[src/hdl/tscp_pkg.sv]
// Shared types, constants and constant helpers for the sine/cosine/tangent evaluator.
`default_nettype none
package tscp_pkg;

	// pi with 60 fraction bits
	localparam logic [63:0] PI_Q60 = 64'h3243F6A8885A308D;

	typedef enum logic [1:0] {
		CMD_SIN = 2'd0,
		CMD_COS = 2'd1,
		CMD_TAN = 2'd2
	} cmd_t;

	typedef struct packed {
		logic vld;
		logic [1:0] cmd;
	} ctl_t;

	function automatic logic [63:0] pi_q(input int fb);
		return (PI_Q60 + (64'd1 << (59 - fb))) >> (60 - fb);
	endfunction

	function automatic logic [63:0] two_pi_q(input int fb);
		return (PI_Q60 + (64'd1 << (58 - fb))) >> (59 - fb);
	endfunction

	function automatic logic [63:0] half_pi_q(input int fb);
		return (PI_Q60 + (64'd1 << (60 - fb))) >> (61 - fb);
	endfunction

endpackage
`default_nettype wire

[src/hdl/tscp_reduce.sv]
// Angle reduction to [-pi, pi): one compare-subtract of a scaled 2*pi per stage.
`default_nettype none
module tscp_reduce import tscp_pkg::*; #(
	parameter int AW = 32,
	parameter int FB = 24
) (
	input  wire logic                clk,
	input  wire logic signed [AW:0]  ang,
	output logic signed [FB+3:0]     xn_s
);
	localparam int TW    = AW + 3;
	localparam int NSTEP = AW - FB;
	localparam logic [63:0] PI_Q     = pi_q(FB);
	localparam logic [63:0] TWO_PI_Q = two_pi_q(FB);
	localparam logic [TW-1:0] OFS    = TW'(TWO_PI_Q << (AW - FB - 1));

	logic [TW-1:0] r_s [0:NSTEP];
	logic signed [TW:0] t_sum;

	// bias by a multiple of 2*pi so the remainder search stays unsigned
	assign t_sum = (TW+1)'(ang) + $signed({1'b0, PI_Q[TW-1:0]}) + $signed({1'b0, OFS});

	always_ff @(posedge clk) begin
		r_s[0] <= t_sum[TW-1:0];
	end

	for (genvar i = 0; i < NSTEP; i++) begin : g_step
		localparam logic [TW-1:0] DV = TW'(TWO_PI_Q << (NSTEP - 1 - i));
		always_ff @(posedge clk) begin
			r_s[i+1] <= (r_s[i] >= DV) ? r_s[i] - DV : r_s[i];
		end
	end

	always_ff @(posedge clk) begin
		xn_s <= $signed({1'b0, r_s[NSTEP][FB+2:0]}) - $signed({1'b0, PI_Q[FB+2:0]});
	end

endmodule
`default_nettype wire

[config.mk]
export PLATFORM = sky130hd
export DESIGN_NAME = tscp_reduce
export DESIGN_NICKNAME = d
export VERILOG_FILES = /design/src/hdl/tscp_pkg.sv /design/src/hdl/tscp_reduce.sv
export SDC_FILE = /design/constraint.sdc
export NUM_CORES = 1
export LEC_CHECK = 0
export ABC_CLOCK_PERIOD_IN_PS = 3450
export BUFFER_PORTS_ARGS = -buffer_cell sky130_fd_sc_hd__buf_2
export CORE_MARGIN = 1.5
export CORE_UTILIZATION = 50
export DETAILED_ROUTE_END_ITERATION = 6
export PLACE_DENSITY = 0.73
export SLEW_MARGIN = 20
export SYNTH_ARGS = -nofsm -noshare
export SYNTH_HDL_FRONTEND = slang
export SYNTH_SLANG_ARGS = --single-unit
export TNS_END_PERCENT = 10
[constraint.sdc]
create_clock -name clk -period 3.45 [get_ports clk]
set_input_delay 1.035 -clock clk [delete_from_list [all_inputs] [get_ports clk]]
set_output_delay 1.035 -clock clk [all_outputs]
set_load 0.03 [all_outputs]
After elaboration in Yosys (flattened, before gate mapping)
Memory sizes are Yosys's and may differ from the RTL's.
Index checks and enable logic that the tools add are counted.
{ "totals": {"ff_bits": 28, "ram_bits": 315, "in_bits": 34, "output_inout_bits": 28, "elab_cells": 29, "mem_count": 1} }
{ "classes": {"add_sub_neg": 11, "n_lt_le_gt_ge": 8, "mux": 8} }
{ "memory_table": {"columns": ["name", "depth", "word_bits", "read_ports", "rd_clocked_by_memory_dff", "write_ports", "line", "rtl"], "rows": [
  ["r_s", 9, 35, 9, 0, 9, "tscp_reduce.sv:17", "logic [TW-1:0] r_s [0:NSTEP];"]
]} }
{ "ops": {"columns": ["operator", "count"], "rows": [
  ["35-bit 2-to-1 mux", 8],
  ["34-bit by 35-bit adder with 35-bit output (second input constant)", 1],
  ["35-bit by 27-bit greater-or-equal comparator with 1-bit output (second input constant)", 1],
  ["35-bit by 28-bit greater-or-equal comparator with 1-bit output (second input constant)", 1],
  ["35-bit by 29-bit greater-or-equal comparator with 1-bit output (second input constant)", 1],
  ["35-bit by 30-bit greater-or-equal comparator with 1-bit output (second input constant)", 1],
  ["35-bit by 31-bit greater-or-equal comparator with 1-bit output (second input constant)", 1],
  ["35-bit by 32-bit greater-or-equal comparator with 1-bit output (second input constant)", 1],
  ["35-bit by 33-bit greater-or-equal comparator with 1-bit output (second input constant)", 1],
  ["35-bit by 34-bit greater-or-equal comparator with 1-bit output (second input constant)", 1],
  ["35-bit by 27-bit subtractor with 35-bit output (second input constant)", 1],
  ["35-bit by 28-bit subtractor with 35-bit output (second input constant)", 1],
  ["35-bit by 29-bit subtractor with 35-bit output (second input constant)", 1],
  ["35-bit by 30-bit subtractor with 35-bit output (second input constant)", 1],
  ["35-bit by 31-bit subtractor with 35-bit output (second input constant)", 1],
  ["35-bit by 32-bit subtractor with 35-bit output (second input constant)", 1],
  ["35-bit by 33-bit subtractor with 35-bit output (second input constant)", 1],
  ["35-bit by 34-bit subtractor with 35-bit output (second input constant)", 1],
  ["33-bit by 27-bit adder with 34-bit output (second input constant)", 1],
  ["27-bit by 26-bit subtractor with 28-bit output (second input constant)", 1]
]} }

Longest topological paths before layout
Gate-level depths: netlist of run 1.
{ "logic_depth": {"word_depth": 2, "depth_mapped": 10, "depth_no_buf": 9} }

Worst setup path before layout of run 1
OpenSTA, ideal clock, no wires.
{ "synth_path": {"kind": "input port to flip-flop", "startpoint": "input port ang[0]", "endpoint": "memory r_s[0][28] in the netlist's numbering", "setup_ps": 120, "arrival_ps": 2569, "slack_ps": 761, "stages": 9, "path_buffers": 0, "cell_sequence": "inv_1 -> ha_1 -> nor2b_1 -> o21ai_0 -> a21oi_1 -> o21ai_0 -> o21ai_0 -> o21ai_0 -> xnor2_1"} }
{ "synth_lines": {"columns": ["element", "line", "rtl"], "rows": [
  ["start: declaration", "tscp_reduce.sv:8", "input wire logic signed [AW:0] ang,"],
  ["end: declaration", "tscp_reduce.sv:17", null]
]} }

==> results_dict.tcl, run 1 <==
set metrics [dict create \
    outcome "finished, final reports clean" \
    synth_ff_type "dfxtp_1" \
    reg2reg_from "r_s[0][211]" \
    cts_root_buffer "clkbuf_16" \
    synth_compound_area_share_pct 12.84 \
    avgSynthCellArea_um2 9.507 \
    maxCapViolations 0 \
    min_path_type "register to register" \
    synth-seq-area-share_pct 47.76 \
    max_freq_mhz 350.2 \
    drive_above_1_share_pct 9.968 \
    end_kind "register" \
    skew_ns 0.01794 \
    port_buffers 61 \
    critPathKind "register to register" \
    power_density_nw_per_um2 1056 \
    die_y_um 170.6 \
    place_hpwl_mm 20.27 \
    synth_edf_count 0 \
    nets 1606 \
    ys.warnings.count 0 \
    clock_sinks 335 \
    htreeDepth 2 \
    cp_data_required_time_ns 3.86 \
    p_clk_share_pct 24.4 \
    syn_nets 1525 \
    clock_latency_ns 0.52 \
    grt_use_total_pct 18.73 \
    first_pass_iters 5 \
    routedWlPerCell_um 13.58 \
    internal-power_uw 11040 \
    drv_slew 0 \
    vias_per_cell 5.279 \
    finalSetupViolations 0 \
    synthSimpleGateAreaFrac_pct 18.77 \
    clk_pin_slew_worst_paths_ns 0.06 \
    diodes 0 \
    rsz0062_at_grt "false" \
    worst-r2r-cell-count 10 \
    synth.largest_area_cell "dfxtp_1" \
    tightestPinTransition_ns 0.7354 \
    cts_tree "built" \
    synth_top_family_by_area "simple AND/OR/NAND/NOR gates" \
    first_global_vias 10280 \
    clk_path_buf_depth 3 \
    ys_ff_latch 335 \
    synthTopCellsByCount "dfxtp_1 (335), xnor2_1 (184), nor2_1 (120)" \
    holdBufCountCts 0 \
    vdd_drop_max_mv 0.4039 \
    cts_resized 0 \
    die_area_um2 29100 \
    vias 10360 \
    grtUsageMet2_pct 39.24 \
    synth.most_common_cell "dfxtp_1" \
    final_core_util_pct 58.23 \
    place_congestion 0.9170 \
    final_hold_viol_count 0 \
    cts_buffers 36 \
    grt_max_degree 33 \
    cp.arrival_ns 3.26 \
    crit_fanout 9 \
    synthArstFlopShare_pct 0 \
    yosysTopAreaCellShare_pct 47.76 \
    p_comb_share_pct 32.5 \
    grt_overflow_total 0 \
    use_met1_pct 15.79 \
    yosysUniqueCellTypes 70 \
    drtIter0Drc 355 \
    timing.final.crit_period_ns 2.856 \
    startpoint_type "register" \
    synthAdderAreaFrac_pct 1.247 \
    period_share_pct 82.78 \
    totalWireLength_mm 26.65 \
    start_util_pct 50.68 \
    relSlewSlack_pct 50.52 \
    num_io_pins 62 \
    tns_ns 0 \
    antenna_found_initial 0 \
    power.total_uw 17030 \
    seq_power_share_pct 43.1 \
    use_met3_pct 2.614 \
    syn_to_final_growth_pct 14.88 \
    p_switching_uw 5983 \
    grt_pass1_wl_mm 44.51 \
    worstHoldStart "r_s[0][142]" \
    regToRegSetupSlack_ns 0.59 \
    holdPathStages 0 \
    busiest_layer "met2" \
    p_leak_uw 0.006434 \
    core_region_area_um2 27710 \
    r2r-end "r_s[0][251]" \
    postRouteAntennaNets 0 \
    drc 0 \
    syn_inst 1477 \
    ys_top_cells_by_area "dfxtp_1 (48%), xnor2_1 (11%), xor2_1 (6.1%)" \
    die_w_um 170.6 \
    whs_endpoint "r_s[0][177]" \
    rows 61 \
    muxShareOfSynthArea_pct 0.08019 \
    cts_setup_buffers 0 \
    synth.cell_area_um2 14040 \
    switching_share_pct 35.14 \
    synth_xor_area_share_pct 17.53 \
]
[logic make-up after synthesis]
group | after synthesis
flip-flops | 335
buffers and inverters | 64
XOR/XNOR | 281
AO/OA/AOI/OAI | 271
adder cells (fa/ha/maj) | 14
AND/OR/NAND/NOR | 511
multiplexers | 1
[critical path, stage by stage, from the launching register on]
cell and delay [ns]:
dfxtp_1 0.37, inv_1 0.06, ha_1 0.20, nor2b_1 0.21
o31a_1 0.23, o21ai_1 0.12, a2111oi_2 0.51, a31oi_1 0.33
buf_4 0.27, or2_2 0.31, xnor2_1 0.12
[cell usage in the layout (no fill, tap or decap), types with 6 or more instances in the layout]
cell,Yosys,final
dfxtp_1,335,335
xnor2_1,184,184
nor2_1,120,120
nand2_1,119,119
xor2_1,97,97
o21ai_0,74,74
buf_2,7,61
nand3_1,53,53
a21oi_1,42,42
clkbuf_16,0,38
inv_1,36,36
nor3_1,35,35
nor4_1,33,33
nand2b_1,25,25
o21a_1,24,24
nand4_1,22,22
o211ai_1,20,20
nor2b_1,16,16
ha_1,14,14
o21ai_1,13,13
a211oi_1,11,11
a21boi_0,11,11
and3_1,10,10
buf_4,0,10
a31oi_1,9,9
nand3b_1,9,9
and4_1,9,9
or2_2,9,9
or3_1,8,8
a21o_1,8,8
nand4b_1,8,8
o21bai_1,7,7
clkbuf_8,0,7
bufinv_16,0,7
or4_1,6,6
nor3b_1,6,6
[per-stage QoR]
step                      hold slack [ns]  instances  instance area (um^2)  setup slack [ns]
after floorplan                    0.3224       1477                 14040            0.7605
after global placement             0.3376       1898                 14790            0.3715
after detailed placement           0.3393       1898                 14790            0.2283
after CTS                          0.3395       1963                 16130            0.5916
after global routing               0.3419       1963                 16130            0.3813
final                              0.3343       1963                 16130            0.5941
[final cells by class]
type                            instances  area [um^2]
Fill cell                            2360        11570
Multi-Input combinational cell       1078         7098
Sequential cell                       335         6706
Clock buffer                           49         1062
Tap cell                              378        473.0
Timing Repair Buffer                   71        380.4
Clock inverter                         16        276.5
Inverter                               36        135.1
[worst max-delay path by stage]
| stage | from | to | slack, ns |
|---|---|---|---|
| detailed placement | ang[0] | r_s[0][26] | 0.23 |
| CTS | r_s[0][211] | r_s[0][263] | 0.59 |
| floorplan | ang[0] | r_s[0][28] | 0.76 |
| global route | r_s[0][211] | r_s[0][263] | 0.38 |
| finish | r_s[0][211] | r_s[0][251] | 0.59 |
| global placement | ang[0] | r_s[0][26] | 0.37 |
[per-layer routing]
layer | routed length [um] | part of all wire [%] | vias to the layer above
met1 | 9307 | 35 | 4688
met5 | 0 | 0 | -
li1 | - | - | 5344
met2 | 14830 | 56 | 224
met3 | 823 | 3.1 | 107
met4 | 1691 | 6.3 | 0
[state kept, by name (all words and copies together), names as in the netlist]
| signal | flops |
|---|---|
| xn_s | 28 |
| r_s | 307 |
[power by group through the flow]
stage	combinational [uW]	clock [uW]	sequential, uW
2_1_floorplan	4290	0	7260
3_3_place_gp	5420	0	7330
3_5_place_dp	5530	0	7380
4_1_cts	5570	4260	7300
5_1_grt	6200	4430	7560
6_report	5530	4150	7350
Note: power is estimated with default switching activity, not from simulation.
==> run 2, diff against run 1 <==
--- a/config.mk
+++ b/config.mk
@@ -5,12 +5,12 @@
 export SDC_FILE = /design/constraint.sdc
 export NUM_CORES = 1
 export LEC_CHECK = 0
-export ABC_CLOCK_PERIOD_IN_PS = 3450
+export ABC_CLOCK_PERIOD_IN_PS = 2500
 export BUFFER_PORTS_ARGS = -buffer_cell sky130_fd_sc_hd__buf_2
 export CORE_MARGIN = 1.5
 export CORE_UTILIZATION = 50
 export DETAILED_ROUTE_END_ITERATION = 6
-export PLACE_DENSITY = 0.73
+export PLACE_DENSITY = 0.75
 export SLEW_MARGIN = 20
 export SYNTH_ARGS = -nofsm -noshare
 export SYNTH_HDL_FRONTEND = slang
==> constraint.sdc (replaced) <==
create_clock -name clk -period 2.5 [get_ports clk]
set_input_delay 0.75 -clock clk [delete_from_list [all_inputs] [get_ports clk]]
set_output_delay 0.75 -clock clk [all_outputs]
set_load 0.03 [all_outputs]
==> run 2 against run 1 <==
Against the previous run:
- critical endpoint is now r_s[0][93]
- global-route usage is 0.50 points higher
- via count grew 2.7%
- register-to-register slack got worse by 0.60 ns
- die area stayed put
- highest routed layer unchanged
- first-iteration DRC count rose by 8.2%
- the run now ends with setup timing left
- flip-flop and latch count unchanged
- final cell count grew 3.2%
==> results_dict.tcl, run 2 (synthesis results as in run 1) <==
set metrics [dict create \
    syn_to_final_growth_pct 18.56 \
    timing.final.crit_period_ns 2.507 \
    die_y_um 170.6 \
    drtIter0Drc 384 \
    vdd_drop_max_mv 0.5885 \
    drive_above_1_share_pct 14.32 \
    critPathKind "register to register" \
    first_global_vias 10630 \
    totalWireLength_mm 28.10 \
    largest_reg_flops 307 \
    tns_ns -0.007334 \
    port_buffers 61 \
    violations "setup timing" \
    routedWlPerCell_um 13.87 \
    first_pass_iters 7 \
    clock_sinks 335 \
    cp_data_required_time_ns 2.94 \
    cts_buffers 35 \
    vias_per_cell 5.254 \
    clk_path_buf_depth 3 \
    maxCapViolations 0 \
    tightestPinTransition_ns 0.6724 \
    finalSetupViolations 1 \
    cts_tree "built" \
    max_flop_register "r_s" \
    grt_pass1_wl_mm 45.63 \
    end_kind "register" \
    max_freq_mhz 398.8 \
    final_common_cell "dfxtp_1" \
    fillers 2286 \
    grt_max_degree 33 \
    die_area_um2 29100 \
    startpoint_type "register" \
    period_share_pct 100.3 \
    outcome "finished, violations left" \
    drv_slew 0 \
    rsz0062_at_grt "true" \
    place_hpwl_mm 21.02 \
    final_core_util_pct 60.09 \
    diodes 0 \
    vias 10650 \
    final_hold_viol_count 0 \
    num_io_pins 62 \
    crit_fanout 8 \
    relSlewSlack_pct 55.17 \
    p_leak_uw 0.006731 \
    cp.arrival_ns 2.95 \
    core_region_area_um2 27710 \
    drc 0 \
    rows 61 \
    power.total_uw 23590 \
    grt_use_total_pct 19.23 \
    clock_latency_ns 0.52 \
    antenna_found_initial 0 \
    skew_ns 0.03222 \
    most-common-layout-cells "dfxtp_1 (335), xnor2_1 (184), nor2_1 (120)" \
    setup_ws_ns -0.007334 \
    die_w_um 170.6 \
    postRouteAntennaNets 0 \
    htreeDepth 2 \
    start_util_pct 50.68 \
    place_congestion 0.9133 \
    cts_root_buffer "clkbuf_16" \
    nets 1671 \
    power_density_nw_per_um2 1417 \
    grt_overflow_total 0 \
    min_path_type "register to register" \
    clk_pin_slew_worst_paths_ns 0.06 \
    top_regs "r_s (307), xn_s (28)" \
]
run 2: changes by cell type in the layout (fill, tap and decap cells not counted), moves of 3 or more:
| cell | change |
|---|---|
| a211oi_1 | -4 |
| bufinv_16 | -3 |
| a211oi_2 | +4 |
| nor4_1 | -6 |
| clkbuf_1 | +4 |
| buf_4 | +62 |
| nor4_2 | +5 |
| clkbuf_8 | -3 |
| nor3_1 | -3 |
| buf_12 | +4 |
run 2: worst max-delay path, cell delays in order (launching register included):
cell and delay (ns):
dfxtp_1 0.36, or4_4 0.54, or4b_4 0.52, o31ai_4 0.24, a41o_2 0.24, o21ai_1 0.12, nor3_1 0.22, xor2_1 0.19
run 2: through the flow:
step	setup slack (ns)	hold WS, ns	cells	area, um^2
2_1_floorplan	0.09553	0.3224	1477	14040
3_3_place_gp	-0.1033	0.3389	1963	15330
3_5_place_dp	-0.2156	0.3398	1963	15330
4_1_cts	0.005110	0.3443	2025	16510
5_1_grt	-0.08683	0.3533	2026	16650
6_report	-0.007334	0.3472	2026	16650
run 2: per-layer routing:
metal,track usage [%],up-vias,share of wire (%)
met5,0,-,0
met4,11.89,0,6.1
met3,2.683,110,3.1
met2,41.92,247,57
met1,15.41,4823,34
li1,-,5465,-
run 2: power breakdown:
part           switching [uW]  internal [uW]  leakage (uW)
sequential               2230           7810       0.00283
clock                    2000           3180      0.000577
combinational            4230           4130       0.00333
run 2: layout make-up:
| cell class | count | area (um^2) | share of cell area (%) |
|---|---|---|---|
| Multi-Input combinational cell | 1078 | 7234 | 43.45 |
| Sequential cell | 335 | 6706 | 40.28 |
| Clock buffer | 48 | 985.9 | 5.922 |
| Timing Repair Buffer | 137 | 925.9 | 5.561 |
| Tap cell | 378 | 473.0 | 2.841 |
| Clock inverter | 14 | 187.7 | 1.127 |
| Inverter | 36 | 135.1 | 0.8117 |
run 2: final timing paths:
kind / start / endpoint / slack, ns / cells after the start
max: r_s[0][57] / r_s[0][93] / -0.007 / 7
min: r_s[0][141] / r_s[0][176] / 0.35 / 0
max reg2reg: r_s[0][57] / r_s[0][93] / -0.007 / 7
min reg2reg: r_s[0][141] / r_s[0][176] / 0.35 / 0
run 2: timing repair:
action	4_1_cts	5_1_grt
pin swaps	0	5
buffers inserted	0	1
endpoints found under the setup margin	21	56
gates resized for setup	2	25
hold buffers	0	0
